===== src/sv/mic_pkg.sv =====
// Package: shared widths, request codes, count tables and pipeline types.
`timescale 1ns / 1ps

package mic_pkg;

  localparam int ExpW = 5;
  localparam int IdxW = 13;
  localparam int DegW = 7;
  localparam int TetW = 19;
  localparam int CntW = 10;
  localparam int NDeg = 2 ** DegW;

  typedef enum logic [1:0] {
    ReqRank   = 2'd0,
    ReqUnrank = 2'd1,
    ReqCount  = 2'd2
  } req_e;

  typedef logic [TetW-1:0] tab_t [NDeg];

  function automatic tab_t build_tri();
    tab_t t;
    for (int n = 0; n < NDeg; n++) begin
      t[n] = TetW'((n * (n + 1)) / 2);
    end
    return t;
  endfunction

  function automatic tab_t build_tet();
    tab_t t;
    for (int n = 0; n < NDeg; n++) begin
      t[n] = TetW'((n * (n + 1) * (n + 2)) / 6);
    end
    return t;
  endfunction

  localparam tab_t TriTab = build_tri();
  localparam tab_t TetTab = build_tet();

  typedef struct packed {
    logic [1:0]      req;
    logic            three;
    logic [ExpW-1:0] ea;
    logic [ExpW-1:0] eb;
    logic [ExpW-1:0] ec;
    logic [IdxW-1:0] idx;
    logic [ExpW-1:0] dq;
    logic [DegW-1:0] deg;
    logic [IdxW-1:0] rest;
    logic [DegW-1:0] sub;
  } pipe_t;

  typedef struct packed {
    logic [IdxW-1:0] rank;
    logic [ExpW-1:0] a;
    logic [ExpW-1:0] b;
    logic [ExpW-1:0] c;
    logic [ExpW-1:0] deg;
    logic [CntW-1:0] cnt;
    logic [IdxW-1:0] upto;
    logic            oor;
  } rsp_t;

endpackage


===== src/sv/mic_req_if.sv =====
// Interface: request channel with valid/ready handshake.
`timescale 1ns / 1ps

interface mic_req_if;
  logic                      valid;
  logic                      ready;
  logic [1:0]                req_type;
  logic [mic_pkg::ExpW-1:0]  exp_a;
  logic [mic_pkg::ExpW-1:0]  exp_b;
  logic [mic_pkg::ExpW-1:0]  exp_c;
  logic [mic_pkg::IdxW-1:0]  mono_index;
  logic [mic_pkg::ExpW-1:0]  degree_query;

  modport source (
    output valid, req_type, exp_a, exp_b, exp_c, mono_index, degree_query,
    input  ready
  );

  modport sink (
    input  valid, req_type, exp_a, exp_b, exp_c, mono_index, degree_query,
    output ready
  );
endinterface


===== src/sv/mic_rsp_if.sv =====
// Interface: result channel with valid/ready handshake.
`timescale 1ns / 1ps

interface mic_rsp_if;
  logic                      valid;
  logic                      ready;
  logic [mic_pkg::IdxW-1:0]  rank;
  logic [mic_pkg::ExpW-1:0]  out_a;
  logic [mic_pkg::ExpW-1:0]  out_b;
  logic [mic_pkg::ExpW-1:0]  out_c;
  logic [mic_pkg::ExpW-1:0]  total_degree;
  logic [mic_pkg::CntW-1:0]  count_of_degree;
  logic [mic_pkg::IdxW-1:0]  count_upto;
  logic                      out_of_range;

  modport source (
    output valid, rank, out_a, out_b, out_c, total_degree, count_of_degree,
           count_upto, out_of_range,
    input  ready
  );

  modport sink (
    input  valid, rank, out_a, out_b, out_c, total_degree, count_of_degree,
           count_upto, out_of_range,
    output ready
  );
endinterface


===== src/sv/mic_search_step.sv =====
// One bit of a binary degree search, with its pipeline register.
`timescale 1ns / 1ps

module mic_search_step #(
  parameter int BIT    = 0,
  parameter bit SECOND = 1'b0
) (
  input  logic           clk_i,
  input  logic           rst_ni,
  input  logic           valid_i,
  output logic           ready_o,
  input  mic_pkg::pipe_t pipe_i,
  output logic           valid_o,
  input  logic           ready_i,
  output mic_pkg::pipe_t pipe_o
);

  logic                         valid_q;
  mic_pkg::pipe_t               pipe_q;
  mic_pkg::pipe_t               pipe_d;
  logic [mic_pkg::DegW-1:0]     acc;
  logic [mic_pkg::DegW-1:0]     cand;
  logic [mic_pkg::TetW-1:0]     key;
  logic [mic_pkg::TetW-1:0]     thr;

  // First search: degree of the index (tetrahedral or triangular).
  // Second search: triangular degree of the remainder within a degree.
  always_comb begin
    pipe_d = pipe_i;
    if (SECOND) begin
      acc = pipe_i.sub;
      key = mic_pkg::TetW'(pipe_i.rest);
    end else begin
      acc = pipe_i.deg;
      key = mic_pkg::TetW'(pipe_i.idx);
    end
    cand = acc | mic_pkg::DegW'(1 << BIT);
    if (SECOND || !pipe_i.three) begin
      thr = mic_pkg::TriTab[cand];
    end else begin
      thr = mic_pkg::TetTab[cand];
    end
    if (thr <= key) begin
      acc = cand;
    end
    if (SECOND) begin
      pipe_d.sub = acc;
    end else begin
      pipe_d.deg = acc;
    end
  end

  assign ready_o = !valid_q || ready_i;

  always_ff @(posedge clk_i or negedge rst_ni) begin
    if (!rst_ni) begin
      valid_q <= 1'b0;
    end else if (ready_o) begin
      valid_q <= valid_i;
    end
  end

  always_ff @(posedge clk_i) begin
    if (ready_o && valid_i) begin
      pipe_q <= pipe_d;
    end
  end

  assign valid_o = valid_q;
  assign pipe_o  = pipe_q;

endmodule


===== src/sv/mic_result.sv =====
// Final stage: rank, exponent split, counts and range check, output register.
`timescale 1ns / 1ps

module mic_result #(
  parameter int MAX_DEGREE = 31
) (
  input  logic           clk_i,
  input  logic           rst_ni,
  input  logic           valid_i,
  output logic           ready_o,
  input  mic_pkg::pipe_t pipe_i,
  output logic           valid_o,
  input  logic           ready_i,
  output mic_pkg::rsp_t  rsp_o
);

  localparam logic [mic_pkg::DegW-1:0] MaxDeg = mic_pkg::DegW'(MAX_DEGREE);

  logic                      valid_q;
  mic_pkg::rsp_t             rsp_q;
  mic_pkg::rsp_t             rsp_d;
  logic [mic_pkg::DegW-1:0]  dsum;
  logic [mic_pkg::DegW-1:0]  bc;
  logic [mic_pkg::DegW-1:0]  dq1;
  logic [mic_pkg::IdxW-1:0]  jsub;
  logic [mic_pkg::TetW-1:0]  rank3;
  logic [mic_pkg::TetW-1:0]  rank2;
  logic [mic_pkg::TetW-1:0]  cnt_w;
  logic [mic_pkg::TetW-1:0]  upto_w;

  always_comb begin
    dsum  = mic_pkg::DegW'(pipe_i.ea) + mic_pkg::DegW'(pipe_i.eb)
          + mic_pkg::DegW'(pipe_i.ec);
    bc    = mic_pkg::DegW'(pipe_i.eb) + mic_pkg::DegW'(pipe_i.ec);
    dq1   = mic_pkg::DegW'(pipe_i.dq) + mic_pkg::DegW'(1);
    jsub  = pipe_i.rest - mic_pkg::IdxW'(mic_pkg::TriTab[pipe_i.sub]);
    rank3 = mic_pkg::TetTab[dsum] + mic_pkg::TriTab[bc] + mic_pkg::TetW'(pipe_i.ec);
    rank2 = mic_pkg::TriTab[dsum] + mic_pkg::TetW'(pipe_i.eb);
    if (pipe_i.three) begin
      cnt_w  = mic_pkg::TriTab[dq1];
      upto_w = mic_pkg::TetTab[dq1];
    end else begin
      cnt_w  = mic_pkg::TetW'(dq1);
      upto_w = mic_pkg::TriTab[dq1];
    end

    rsp_d = '0;
    case (pipe_i.req)
      mic_pkg::ReqRank: begin
        if (dsum > MaxDeg) begin
          rsp_d.oor = 1'b1;
        end else begin
          rsp_d.rank = pipe_i.three ? mic_pkg::IdxW'(rank3) : mic_pkg::IdxW'(rank2);
          rsp_d.deg  = mic_pkg::ExpW'(dsum);
        end
      end
      mic_pkg::ReqUnrank: begin
        if (pipe_i.deg > MaxDeg) begin
          rsp_d.oor = 1'b1;
        end else if (pipe_i.three) begin
          rsp_d.a   = mic_pkg::ExpW'(pipe_i.deg - pipe_i.sub);
          rsp_d.b   = mic_pkg::ExpW'(pipe_i.sub - jsub[mic_pkg::DegW-1:0]);
          rsp_d.c   = mic_pkg::ExpW'(jsub);
          rsp_d.deg = mic_pkg::ExpW'(pipe_i.deg);
        end else begin
          // remainder is the second exponent in two-variable mode
          rsp_d.a   = mic_pkg::ExpW'(pipe_i.deg - pipe_i.rest[mic_pkg::DegW-1:0]);
          rsp_d.b   = mic_pkg::ExpW'(pipe_i.rest);
          rsp_d.deg = mic_pkg::ExpW'(pipe_i.deg);
        end
      end
      mic_pkg::ReqCount: begin
        if (mic_pkg::DegW'(pipe_i.dq) > MaxDeg) begin
          rsp_d.oor = 1'b1;
        end else begin
          rsp_d.cnt  = mic_pkg::CntW'(cnt_w);
          rsp_d.upto = mic_pkg::IdxW'(upto_w);
          rsp_d.deg  = pipe_i.dq;
        end
      end
      default: begin
        rsp_d = '0;
      end
    endcase
  end

  assign ready_o = !valid_q || ready_i;

  always_ff @(posedge clk_i or negedge rst_ni) begin
    if (!rst_ni) begin
      valid_q <= 1'b0;
    end else if (ready_o) begin
      valid_q <= valid_i;
    end
  end

  always_ff @(posedge clk_i) begin
    if (ready_o && valid_i) begin
      rsp_q <= rsp_d;
    end
  end

  assign valid_o = valid_q;
  assign rsp_o   = rsp_q;

endmodule


===== src/sv/monomial_index_exponent_convert.sv =====
// Top level: graded monomial rank / unrank / count pipeline.
// Pipeline: 17 register stages, from the input register to the result register.
// Throughput: one request per cycle while no stage is stalled; the degree searches
// resolve one bit per pipeline stage (two 7-stage searches), every stage registered.
// Backpressure stalls each stage only when it is full, so bubbles collapse.
// Reset clears all stage valid bits and sets three_vars to 0.
`timescale 1ns / 1ps

module monomial_index_exponent_convert #(
  parameter int MAX_DEGREE = 31
) (
  input  logic      clk_i,
  input  logic      rst_ni,
  input  logic      cfg_we_i,
  input  logic      cfg_wdata_i,
  mic_req_if.sink   req_i,
  mic_rsp_if.source rsp_o
);

  localparam int SrchEnd = mic_pkg::DegW;
  localparam int RestStg = mic_pkg::DegW + 1;
  localparam int LastStg = 2 * mic_pkg::DegW + 1;

  logic                      three_vars_q;
  logic                      vld  [LastStg+1];
  logic                      rdy  [LastStg+1];
  mic_pkg::pipe_t            pipe [LastStg+1];
  mic_pkg::pipe_t            in_d;
  mic_pkg::pipe_t            in_q;
  logic                      in_vld_q;
  mic_pkg::pipe_t            rest_d;
  mic_pkg::pipe_t            rest_q;
  logic                      rest_vld_q;
  logic [mic_pkg::TetW-1:0]  base;
  mic_pkg::rsp_t             rsp;

  always_ff @(posedge clk_i or negedge rst_ni) begin
    if (!rst_ni) begin
      three_vars_q <= 1'b0;
    end else if (cfg_we_i) begin
      three_vars_q <= cfg_wdata_i;
    end
  end

  // Input stage: capture the request and the mode, drop exp_c in two-variable mode.
  always_comb begin
    in_d       = '0;
    in_d.req   = req_i.req_type;
    in_d.three = three_vars_q;
    in_d.ea    = req_i.exp_a;
    in_d.eb    = req_i.exp_b;
    in_d.ec    = three_vars_q ? req_i.exp_c : '0;
    in_d.idx   = req_i.mono_index;
    in_d.dq    = req_i.degree_query;
  end

  assign req_i.ready = !in_vld_q || rdy[0];

  always_ff @(posedge clk_i or negedge rst_ni) begin
    if (!rst_ni) begin
      in_vld_q <= 1'b0;
    end else if (req_i.ready) begin
      in_vld_q <= req_i.valid;
    end
  end

  always_ff @(posedge clk_i) begin
    if (req_i.ready && req_i.valid) begin
      in_q <= in_d;
    end
  end

  assign vld[0]  = in_vld_q;
  assign pipe[0] = in_q;

  // Degree of the index, most significant bit first.
  for (genvar g = 0; g < mic_pkg::DegW; g++) begin : g_srch_deg
    mic_search_step #(
      .BIT    (mic_pkg::DegW - 1 - g),
      .SECOND (1'b0)
    ) u_step (
      .clk_i   (clk_i),
      .rst_ni  (rst_ni),
      .valid_i (vld[g]),
      .ready_o (rdy[g]),
      .pipe_i  (pipe[g]),
      .valid_o (vld[g+1]),
      .ready_i (rdy[g+1]),
      .pipe_o  (pipe[g+1])
    );
  end

  // Remainder stage: offset of the index inside its degree.
  always_comb begin
    if (pipe[SrchEnd].three) begin
      base = mic_pkg::TetTab[pipe[SrchEnd].deg];
    end else begin
      base = mic_pkg::TriTab[pipe[SrchEnd].deg];
    end
    rest_d      = pipe[SrchEnd];
    rest_d.rest = mic_pkg::IdxW'(mic_pkg::TetW'(pipe[SrchEnd].idx) - base);
    rest_d.sub  = '0;
  end

  assign rdy[SrchEnd] = !rest_vld_q || rdy[RestStg];

  always_ff @(posedge clk_i or negedge rst_ni) begin
    if (!rst_ni) begin
      rest_vld_q <= 1'b0;
    end else if (rdy[SrchEnd]) begin
      rest_vld_q <= vld[SrchEnd];
    end
  end

  always_ff @(posedge clk_i) begin
    if (rdy[SrchEnd] && vld[SrchEnd]) begin
      rest_q <= rest_d;
    end
  end

  assign vld[RestStg]  = rest_vld_q;
  assign pipe[RestStg] = rest_q;

  // Triangular degree of the remainder (split of the last two exponents).
  for (genvar g = 0; g < mic_pkg::DegW; g++) begin : g_srch_sub
    mic_search_step #(
      .BIT    (mic_pkg::DegW - 1 - g),
      .SECOND (1'b1)
    ) u_step (
      .clk_i   (clk_i),
      .rst_ni  (rst_ni),
      .valid_i (vld[RestStg+g]),
      .ready_o (rdy[RestStg+g]),
      .pipe_i  (pipe[RestStg+g]),
      .valid_o (vld[RestStg+g+1]),
      .ready_i (rdy[RestStg+g+1]),
      .pipe_o  (pipe[RestStg+g+1])
    );
  end

  mic_result #(
    .MAX_DEGREE (MAX_DEGREE)
  ) u_result (
    .clk_i   (clk_i),
    .rst_ni  (rst_ni),
    .valid_i (vld[LastStg]),
    .ready_o (rdy[LastStg]),
    .pipe_i  (pipe[LastStg]),
    .valid_o (rsp_o.valid),
    .ready_i (rsp_o.ready),
    .rsp_o   (rsp)
  );

  assign rsp_o.rank            = rsp.rank;
  assign rsp_o.out_a           = rsp.a;
  assign rsp_o.out_b           = rsp.b;
  assign rsp_o.out_c           = rsp.c;
  assign rsp_o.total_degree    = rsp.deg;
  assign rsp_o.count_of_degree = rsp.cnt;
  assign rsp_o.count_upto      = rsp.upto;
  assign rsp_o.out_of_range    = rsp.oor;

endmodule

===== src/flat_wrapper.sv =====
// flat-port wrapper written by rule: the top's interface ports become plain ports
module monomial_index_exponent_convert_flat 
#(
  parameter int MAX_DEGREE = 31
)
  (clk_i, rst_ni, cfg_we_i, cfg_wdata_i, req_i_valid, req_i_req_type, req_i_exp_a, req_i_exp_b, req_i_exp_c, req_i_mono_index, req_i_degree_query, req_i_ready, rsp_o_valid, rsp_o_rank, rsp_o_out_a, rsp_o_out_b, rsp_o_out_c, rsp_o_total_degree, rsp_o_count_of_degree, rsp_o_count_upto, rsp_o_out_of_range, rsp_o_ready);
  mic_req_if req_i_i ();
  mic_rsp_if rsp_o_i ();
  input  logic clk_i;
  input  logic rst_ni;
  input  logic cfg_we_i;
  input  logic cfg_wdata_i;
  input wire logic [$bits(req_i_i.valid)-1:0] req_i_valid;
  input wire logic [$bits(req_i_i.req_type)-1:0] req_i_req_type;
  input wire logic [$bits(req_i_i.exp_a)-1:0] req_i_exp_a;
  input wire logic [$bits(req_i_i.exp_b)-1:0] req_i_exp_b;
  input wire logic [$bits(req_i_i.exp_c)-1:0] req_i_exp_c;
  input wire logic [$bits(req_i_i.mono_index)-1:0] req_i_mono_index;
  input wire logic [$bits(req_i_i.degree_query)-1:0] req_i_degree_query;
  output wire logic [$bits(req_i_i.ready)-1:0] req_i_ready;
  output wire logic [$bits(rsp_o_i.valid)-1:0] rsp_o_valid;
  output wire logic [$bits(rsp_o_i.rank)-1:0] rsp_o_rank;
  output wire logic [$bits(rsp_o_i.out_a)-1:0] rsp_o_out_a;
  output wire logic [$bits(rsp_o_i.out_b)-1:0] rsp_o_out_b;
  output wire logic [$bits(rsp_o_i.out_c)-1:0] rsp_o_out_c;
  output wire logic [$bits(rsp_o_i.total_degree)-1:0] rsp_o_total_degree;
  output wire logic [$bits(rsp_o_i.count_of_degree)-1:0] rsp_o_count_of_degree;
  output wire logic [$bits(rsp_o_i.count_upto)-1:0] rsp_o_count_upto;
  output wire logic [$bits(rsp_o_i.out_of_range)-1:0] rsp_o_out_of_range;
  input wire logic [$bits(rsp_o_i.ready)-1:0] rsp_o_ready;
  assign req_i_i.valid = req_i_valid;
  assign req_i_i.req_type = req_i_req_type;
  assign req_i_i.exp_a = req_i_exp_a;
  assign req_i_i.exp_b = req_i_exp_b;
  assign req_i_i.exp_c = req_i_exp_c;
  assign req_i_i.mono_index = req_i_mono_index;
  assign req_i_i.degree_query = req_i_degree_query;
  assign req_i_ready = req_i_i.ready;
  assign rsp_o_valid = rsp_o_i.valid;
  assign rsp_o_rank = rsp_o_i.rank;
  assign rsp_o_out_a = rsp_o_i.out_a;
  assign rsp_o_out_b = rsp_o_i.out_b;
  assign rsp_o_out_c = rsp_o_i.out_c;
  assign rsp_o_total_degree = rsp_o_i.total_degree;
  assign rsp_o_count_of_degree = rsp_o_i.count_of_degree;
  assign rsp_o_count_upto = rsp_o_i.count_upto;
  assign rsp_o_out_of_range = rsp_o_i.out_of_range;
  assign rsp_o_i.ready = rsp_o_ready;
  monomial_index_exponent_convert #(.MAX_DEGREE(MAX_DEGREE)) u_core (.clk_i(clk_i), .rst_ni(rst_ni), .cfg_we_i(cfg_we_i), .cfg_wdata_i(cfg_wdata_i), .req_i(req_i_i), .rsp_o(rsp_o_i));
endmodule

===== config.mk =====
export PLATFORM = sky130hd
export DESIGN_NAME = monomial_index_exponent_convert_flat
export DESIGN_NICKNAME = d
export VERILOG_FILES = /design/src/sv/mic_pkg.sv /design/src/sv/mic_req_if.sv /design/src/sv/mic_rsp_if.sv /design/src/sv/mic_search_step.sv /design/src/sv/mic_result.sv /design/src/sv/monomial_index_exponent_convert.sv /design/src/flat_wrapper.sv
export SDC_FILE = /design/constraint.sdc
export NUM_CORES = 1
export LEC_CHECK = 0
export BUFFER_PORTS_ARGS = -buffer_cell sky130_fd_sc_hd__buf_2
export CORE_UTILIZATION = 35
export DETAILED_ROUTE_END_ITERATION = 7
export SYNTH_ARGS = -nofsm -noshare
export SYNTH_HDL_FRONTEND = slang
export SYNTH_SLANG_ARGS = --single-unit

===== constraint.sdc =====
create_clock -name clk_i -period 12.9 [get_ports clk_i]
set_clock_uncertainty 0.2 [all_clocks]
set_input_delay 1.29 -clock clk_i [delete_from_list [all_inputs] [get_ports clk_i]]
set_output_delay 1.29 -clock clk_i [all_outputs]
set_load 0.01 [all_outputs]

==> impl_metrics.toml <==
[status]
status = "finished clean"

[global_route]
grtUsageMet3 = 0.0219
grt_pass1_vias = 29200
grt_pass1_wl_mm = 165
antenna_found_initial = 0
grt_use_total = 0.168
grt-busiest-layer = "met2"
grt_max_degree = 75
gr-usage-met2 = 0.271
grt_remaining_overflow = 0
grtUsageMet1 = 0.233

[clock_tree]
max-clock-path-buffers = 3
cts_tree = "built"
cts_setup_buffers = 0
cts_made_buffers = 78
numClockSinks = 754
clkTransAtPathRegs_ns = 0.07
htree_levels = 3
root_buffer = "clkbuf_16"
clock_latency_ns = 0.66
cts_hold_buffers = 0
cts_resized = 0

[synthesis]
synth_edf_count = 736
synth_top_family_by_area = "compound AO/OA/AOI/OAI gates"
yosys.area.top_type_share = 0.523
syn_area_mm2 = 0.0422
synth.distinct_cells = 93
ys_warn_count = 0
synthXorXnorAreaFrac = 0.0155
yosys-top-cells-area = "edfxtp_1 (52%), ha_1 (9.4%), a21oi_1 (3.5%)"
ys_seq_elements = 754
postSynthCellCount = 3902
avgSynthCellArea_um2 = 10.8
synth_common_cells = "edfxtp_1 (736), nand2_1 (343), ha_1 (319), nor2_1 (295), a21oi_1 (294)"
synthMuxAreaShare = 0.0134
synth.largest_area_cell = "edfxtp_1"
ys_async_sr_fraction = 0.0239
ys.flop_type = "edfxtp_1"
yosys.cell_count.top_type = "edfxtp_1"
syn_nets = 4276
synth_simple_gate_area_frac = 0.111
synthAdderAreaFrac = 0.101
seq_area_frac_synth = 0.534
synth-compound-area-share = 0.179

[place]
placed_area_mm2 = 0.0443
dp_cells = 5413
globalplace.congestion = 0.942
post-dp-hpwl_mm = 71.1
portBuffers = 99

[setup_path]
cp-start-kind = "register"
worst_setup_path_end_kind = "register"
cp_max_fo = 25
worstPathArrival_ns = 7.09
r2r_slack_ns = 5.99
path_class = "register to register"
worstPathRequired_ns = 13.08

[timing]
fin_setup_tns_ns = 0
hold_violations = 0
fin_crit_ns = 6.91
slew_headroom = 0.233
rsz0062_at_grt = "false"
tightest_slew_ns = 1.15
setup_viol = 0
slew_viol_final = 0
fmax_ghz = 0.145
finalCritPeriodShare = 0.536

[route]
drtIter0Drc = 2781
wl_per_cell_um = 18.6
drc = 0
dr.pass1.iters = 8
vias = 30300
ant_nets = 0
routed_via_density = 5.46
routed_wl_mm = 104

[layout]
syn2layout_area_growth_pct = 10.8
final_area_mm2 = 0.0468
fin_cells = 5555
n_antenna_cell = 0
final_util = 0.391
fin_nets = 4255
drive_gt1_frac = 0.0905

[floorplan]
die_height_um = 349
dieArea_mm2 = 0.122
placementRows = 127
core_area_mm2 = 0.120
die_w_um = 349
start_util = 0.353
ioPinCount = 100

[run]
drv_cap = 0

[worst_hold_path]
hp-class = "register to register"
==> cell type report <==
| type | instances | area [µm²] |
|---|---|---|
| clock buffer | 95 | 2020 |
| clock inverter | 47 | 523 |
| fill | 11700 | 73000 |
| inverter | 241 | 905 |
| multi-input combinational | 2647 | 17900 |
| sequential | 754 | 22600 |
| tap | 1612 | 2020 |
| timing repair buffer | 159 | 946 |
==> cells in the final DEF, fill, tap and decap left out, types with 35 or more instances in the layout <==
cell	count
a211oi_1	85
a21o_1	58
a21oi_1	294
a31oi_1	63
buf_2	99
buf_4	60
clkbuf_16	78
edfxtp_1	736
ha_1	319
inv_1	231
nand2_1	343
nand2b_1	39
nand3_1	86
nor2_1	293
nor2b_1	37
nor3_1	79
o211ai_1	75
o21ai_0	293
o311ai_0	35
xnor2_1	44
==> worst max-delay path, cell delays in order (launching register included) <==
cell and delay [ns]:
edfxtp_1 0.42, ha_1 0.28, fa_1 0.49, fa_1 0.52, buf_4 0.37, inv_1 0.28
ha_1 0.35, buf_4 0.29, clkinv_1 0.40, nand2_1 0.23, a22oi_1 0.15, fa_1 0.62
inv_1 0.06, ha_1 0.29, a21o_1 0.19, a21oi_1 0.22, o21ai_0 0.15, a211oi_1 0.34
o31ai_1 0.16, o21a_1 0.20, o21ai_0 0.14, nand2b_1 0.08, xnor2_1 0.14, nor3_1 0.06
==> final timing paths <==
| check | to | start | cells after the start |
|---|---|---|---|
| worst max-delay path | u_core.u_result.rsp_o[56]$_SDFFCE_PP0P_ | u_core.g_srch_sub[6].u_step.pipe_o[50]$_DFFE_PP_ | 23 |
| worst min-delay path | u_core.g_srch_sub[2].u_step.pipe_o[23]$_DFFE_PP_ | u_core.g_srch_sub[1].u_step.pipe_o[23]$_DFFE_PP_ | 0 |
| worst max register to register | u_core.u_result.rsp_o[56]$_SDFFCE_PP0P_ | u_core.g_srch_sub[6].u_step.pipe_o[50]$_DFFE_PP_ | 23 |
| worst min register to register | u_core.g_srch_sub[2].u_step.pipe_o[23]$_DFFE_PP_ | u_core.g_srch_sub[1].u_step.pipe_o[23]$_DFFE_PP_ | 0 |
| max in group asynchronous | u_core.g_srch_sub[1].u_step.valid_o$_DFFE_PN0P_ | rst_ni | 1 |
| min in group asynchronous | u_core.g_srch_sub[5].u_step.valid_o$_DFFE_PN0P_ | rst_ni | 1 |
==> per-stage QoR <==
stage	worst slack [ns]	hold WS (ns)
finish	5.99	0.173
global route	5.57	0.193
CTS	6.04	0.170
detailed placement	6.10	0.205
global placement	6.12	0.201
floorplan	6.66	0.200
==> cell families after synthesis <==
family                   Yosys count
XOR/XNOR                          74
multiplexers                      44
flip-flops                       754
AND/OR/NAND/NOR                 1025
adder cells (fa/ha/maj)          333
AO/OA/AOI/OAI                   1171
buffers and inverters            501
==> sequential cells by signal, indices dropped and copies added (netlist names) <==
name	flops
u_core.g_srch_deg.u_step.pipe_o	280
u_core.g_srch_deg.u_step.valid_o	7
u_core.g_srch_sub.u_step.pipe_o	320
u_core.g_srch_sub.u_step.valid_o	7
u_core.in_q	36
u_core.in_vld_q	1
u_core.pipe	43
u_core.rest_vld_q	1
u_core.three_vars_q	1
u_core.u_result.rsp_o	57
u_core.u_result.valid_o	1
==> metal layers <==
metal | vias up | wire, µm
met5 | - | 0
met4 | 0 | 3300
met3 | 222 | 6020
met2 | 1113 | 47600
met1 | 14500 | 46600
li1 | 14500 | -
Power is left out: the tool's default activity adds up to more than one toggle a clock period on the data nets, which glitch-free logic cannot reach.
